`config.mk`:
```
export PLATFORM = sky130hd
export DESIGN_NAME = qcpc_ctrl
export DESIGN_NICKNAME = d
export VERILOG_FILES = /design/src/sv/qcpc_pkg.sv /design/src/sv/qcpc_ctrl.sv
export SDC_FILE = /design/constraint.sdc
export NUM_CORES = 1
export LEC_CHECK = 0
export BUFFER_PORTS_ARGS = -buffer_cell sky130_fd_sc_hd__buf_2
export CAP_MARGIN = 20
export CORE_AREA = 2 2 39 41
export DETAILED_ROUTE_END_ITERATION = 10
export DIE_AREA = 0 0 41 43
export PLACE_DENSITY = 0.43
export SLEW_MARGIN = 20
export SYNTH_ARGS = -nofsm -noshare
export SYNTH_HDL_FRONTEND = slang
export SYNTH_SLANG_ARGS = --single-unit
```
`constraint.sdc`:
```
create_clock -name clock -period 1.8 [get_ports clock]
set_clock_uncertainty 0.1 [all_clocks]
set_input_delay 0.18 -clock clock [delete_from_list [all_inputs] [get_ports clock]]
set_output_delay 0.18 -clock clock [all_outputs]
set_load 0.02 [all_outputs]
```
`src/sv/qcpc_pkg.sv`:
```
package qcpc_pkg;

   localparam int unsigned CHAN_W  = 16;
   localparam int unsigned KEY_W   = 3 * CHAN_W;
   localparam int unsigned QUAL_W  = 5;
   localparam int unsigned LIMIT_W = 9;
   localparam int unsigned SLOT_W  = 8;
   localparam int unsigned OUTC_W  = 2;

   localparam logic [QUAL_W-1:0]  QUALITY_RESET = 5'd6;
   localparam logic [LIMIT_W-1:0] LIMIT_RESET   = 9'd256;

   // Color that always maps to slot 0 without a search.
   localparam logic [CHAN_W-1:0] FIXED_RED   = 16'h0000;
   localparam logic [CHAN_W-1:0] FIXED_GREEN = 16'h0000;
   localparam logic [CHAN_W-1:0] FIXED_BLUE  = 16'hff00;

   localparam logic [OUTC_W-1:0] OUTCOME_HIT  = 2'd0;
   localparam logic [OUTC_W-1:0] OUTCOME_NEW  = 2'd1;
   localparam logic [OUTC_W-1:0] OUTCOME_FULL = 2'd2;

   localparam logic CSR_QUALITY = 1'b0;
   localparam logic CSR_LIMIT   = 1'b1;

   typedef enum logic [2:0] {
      ST_IDLE = 3'b001,
      ST_SCAN = 3'b010,
      ST_DONE = 3'b100
   } state_type;

   typedef struct packed {
      logic start;   // take the request and clear the scan
      logic scan;    // issue one key read and compare
      logic latch;   // capture the search result
      logic commit;  // allocate if needed and load the output register
   } cmd_type;

   typedef struct packed {
      logic hit;
      logic miss;
      logic out_free;
   } status_type;

   // Keeps the top quality bits of a channel; quality 0 acts as 1, above 16 as 16.
   function automatic logic [CHAN_W-1:0] channel_mask(input logic [QUAL_W-1:0] q);
      logic [QUAL_W-1:0] qc;
      logic [3:0]        sh;
      if (q == 5'd0) begin
         qc = 5'd1;
      end else if (q > 5'd16) begin
         qc = 5'd16;
      end else begin
         qc = q;
      end
      sh = 4'(5'd16 - qc);
      return 16'hffff << sh;
   endfunction

endpackage

```
`src/sv/qcpc_ctrl.sv`:
```
module qcpc_ctrl (
   input  logic                   clock,
   input  logic                   reset,
   input  logic                   req_tvalid,
   output logic                   req_tready,
   input  qcpc_pkg::status_type   status,
   output qcpc_pkg::cmd_type      cmd
);

   qcpc_pkg::state_type state_ff, state_in;

   always_comb begin
      state_in   = state_ff;
      cmd        = '0;
      req_tready = 1'b0;
      unique case (state_ff)
         qcpc_pkg::ST_IDLE: begin
            req_tready = 1'b1;
            if (req_tvalid) begin
               cmd.start = 1'b1;
               state_in  = qcpc_pkg::ST_SCAN;
            end
         end
         qcpc_pkg::ST_SCAN: begin
            cmd.scan = 1'b1;
            if (status.hit || status.miss) begin
               cmd.latch = 1'b1;
               state_in  = qcpc_pkg::ST_DONE;
            end
         end
         qcpc_pkg::ST_DONE: begin
            if (status.out_free) begin
               cmd.commit = 1'b1;
               state_in   = qcpc_pkg::ST_IDLE;
            end
         end
         default: begin
            state_in = qcpc_pkg::ST_IDLE;
         end
      endcase
   end

   always_ff @(posedge clock) begin
      if (reset) begin
         state_ff <= qcpc_pkg::ST_IDLE;
      end else begin
         state_ff <= state_in;
      end
   end

endmodule

```
==> results_dict.tcl <==
set metrics [dict create \
    multi_input_area_sq_um 114 \
    vias_per_cell 4.26 \
    ys_ff_latch 3 \
    nets 41 \
    synth-seq-area-share_pct 31.8 \
    design_area_sq_um 274 \
    synth_fp_nets 27 \
    cts_resized 0 \
    tritoncts "done" \
    worstPathArrival_ns 1.14 \
    avgSynthCellArea_sq_um 9.00 \
    grt_pass1_wl_microns 731 \
    clkLatencyLatePin_ns 0.23 \
    crit_slowest_cell "dfxtp_1" \
    pin_count 11 \
    final_layout_size_suffix_gt1_share_pct 47.1 \
    grt_usage_pct 6.92 \
    placed_area_sq_um 248 \
    reg2reg_depth 2 \
    ctsHoldBuffers 0 \
    drv_slew 0 \
    cts_buffer_depth 2 \
    hp-class "primary input to flip-flop" \
    netlist_area_sq_um 189 \
    grt_pass1_vias 178 \
    cp-start-kind "flip-flop" \
    dieArea_sq_mm 0.00176 \
    largest_reg_flops 3 \
    crit_required_ns 1.52 \
    io_buffers 10 \
    ir_drop_mv 0.225 \
    htree_levels 1 \
    ys_types 14 \
    start_util_pct 13.7 \
    outcome "completed" \
    clkTransAtPathRegs_ns 0.04 \
    postCtsSetupBuffers 0 \
    antenna_found_initial 0 \
    nFillCells 161 \
    crit_path_end_kind "primary output" \
    rsz0062_at_grt "no" \
    final-seq-area_sq_um 60.1 \
    fin_cells 50 \
    hold_depth 2 \
    numCtsBuffers 3 \
    globalRouteOverflowTotal 0 \
    rows 14 \
    syn2layout_area_growth_pct 45.0 \
    maxCapViolCount 0 \
    cts-root-buf "clkbuf_4" \
    drc 0 \
    fin_ws_ns 0.383 \
    maxSlewHeadroom_pct 75.7 \
    dp_cells 46 \
    place_ws_ns 0.635 \
    p_leak_nw 0.123 \
    fp.dieH_microns 43 \
    ys_warn_count 0 \
    wl_per_cell_microns 8.90 \
    fin_crit_sh_pct 78.7 \
    top_register "state_ff" \
    wirelength_microns 445 \
    max_freq_mhz 706 \
    antenna_left 0 \
    cp_max_fo 7 \
    core_area_sq_mm 0.00138 \
    die_w_microns 41 \
    worstSetupPathType "flip-flop to primary output" \
    diodes 0 \
    fin_hold_ws_ns 0.0454 \
    top_regs "state_ff: 3 flops" \
    power-per-cell-area_mw_per_mm2 850 \
    layout_min_cycle_time_ns 1.42 \
    grt_start_max_net_pins 10 \
    first_iter_violations 3 \
    path_cells "nand3b_1, nor2_1, buf_2" \
    routed-via-count 213 \
    hold_viol 0 \
    setup_violations 0 \
    slowest_delay_ns 0.35 \
    dp_hpwl_microns 342 \
    syn_inst 21 \
    clock_sinks 3 \
    drt_pre_antenna_iters 2 \
    gp_congestion 0.706 \
    tns_ns 0 \
    tightest_slew_ns 0.359 \
]
[critical path: cells and delay by family (launching register included)]
kind,cells,cell delay [ns]
buf+inv,1,0.19
simple gates,2,0.36
flops,1,0.35
[synth_stat cells]
| master | instances | area, sq um |
|---|---|---|
| nand3b_1 | 1 | 7.51 |
| dfxtp_1 | 3 | 60.1 |
| nor3_1 | 2 | 10.0 |
| o31a_1 | 1 | 8.76 |
| nor3_2 | 1 | 10.0 |
| inv_1 | 1 | 3.75 |
| nor4b_1 | 1 | 8.76 |
| buf_6 | 1 | 11.3 |
| nand2b_1 | 2 | 12.5 |
| a2bb2oi_1 | 1 | 8.76 |
| nor2_1 | 4 | 15.0 |
| o31ai_2 | 1 | 12.5 |
| nor3b_1 | 1 | 7.51 |
| and4bb_2 | 1 | 12.5 |
[metrics by stage]
step	util [%]	total power [mW]
6_report	19.8	0.233
5_1_grt	19.8	0.246
4_1_cts	19.8	0.238
3_5_place_dp	17.9	0.116
3_3_place_gp	17.9	0.117
2_1_floorplan	-	0.101
[layer usage]
| metal | track usage [%] | vias to the layer above | routed length [microns] |
|---|---|---|---|
| met5 | 0 | - | 0 |
| li1 | - | 101 | - |
| met4 | 8.00 | 0 | 21 |
| met1 | 7.69 | 97 | 200 |
| met3 | 4.71 | 5 | 53 |
| met2 | 7.50 | 10 | 170 |
[power by group]
group	internal [mW]	switching, mW
registers	0.0705	0.00561
clock network	0.0831	0.0349
logic	0.0183	0.0205
[logic make-up (layout without fill, tap and decap cells)]
family	after synthesis	after routing	share of synthesized area, %
DFF	3	3	31.8
buffers and inverters	2	15	7.94
and+or+nand+nor	13	13	44.4
AOI/OAI and AO/OA	3	3	15.9
[placed cells by master, fill, tap and decap left out]
cell       count
buf_2         10
nor2_1         4
clkbuf_4       3
dfxtp_1        3
nand2b_1       2
nor3_1         2
nor3b_1        1
and4bb_2       1
nand3b_1       1
nor4b_1        1
inv_1          1
o31ai_2        1
o31a_1         1
nor3_2         1
a2bb2oi_1      1
clkbuf_1       1
[worst paths after layout]
check	startpoint	endpoint	slack, ns
min	reset	state_ff[1]	0.05
max	state_ff[1]	cmd[3]	0.38
max reg2reg	state_ff[2]	state_ff[0]	0.67
min reg2reg	state_ff[0]	state_ff[2]	0.43
[layout make-up]
cell class              instances  share of cell area (%)
clock buffers                   4                    9.59
repair buffers                 10                    18.3
well taps                      16                    7.31
inverters                       1                    1.37
multi-input cells              16                    41.6
flip-flops and latches          3                    21.9
Power figures use the tool's default switching activity.
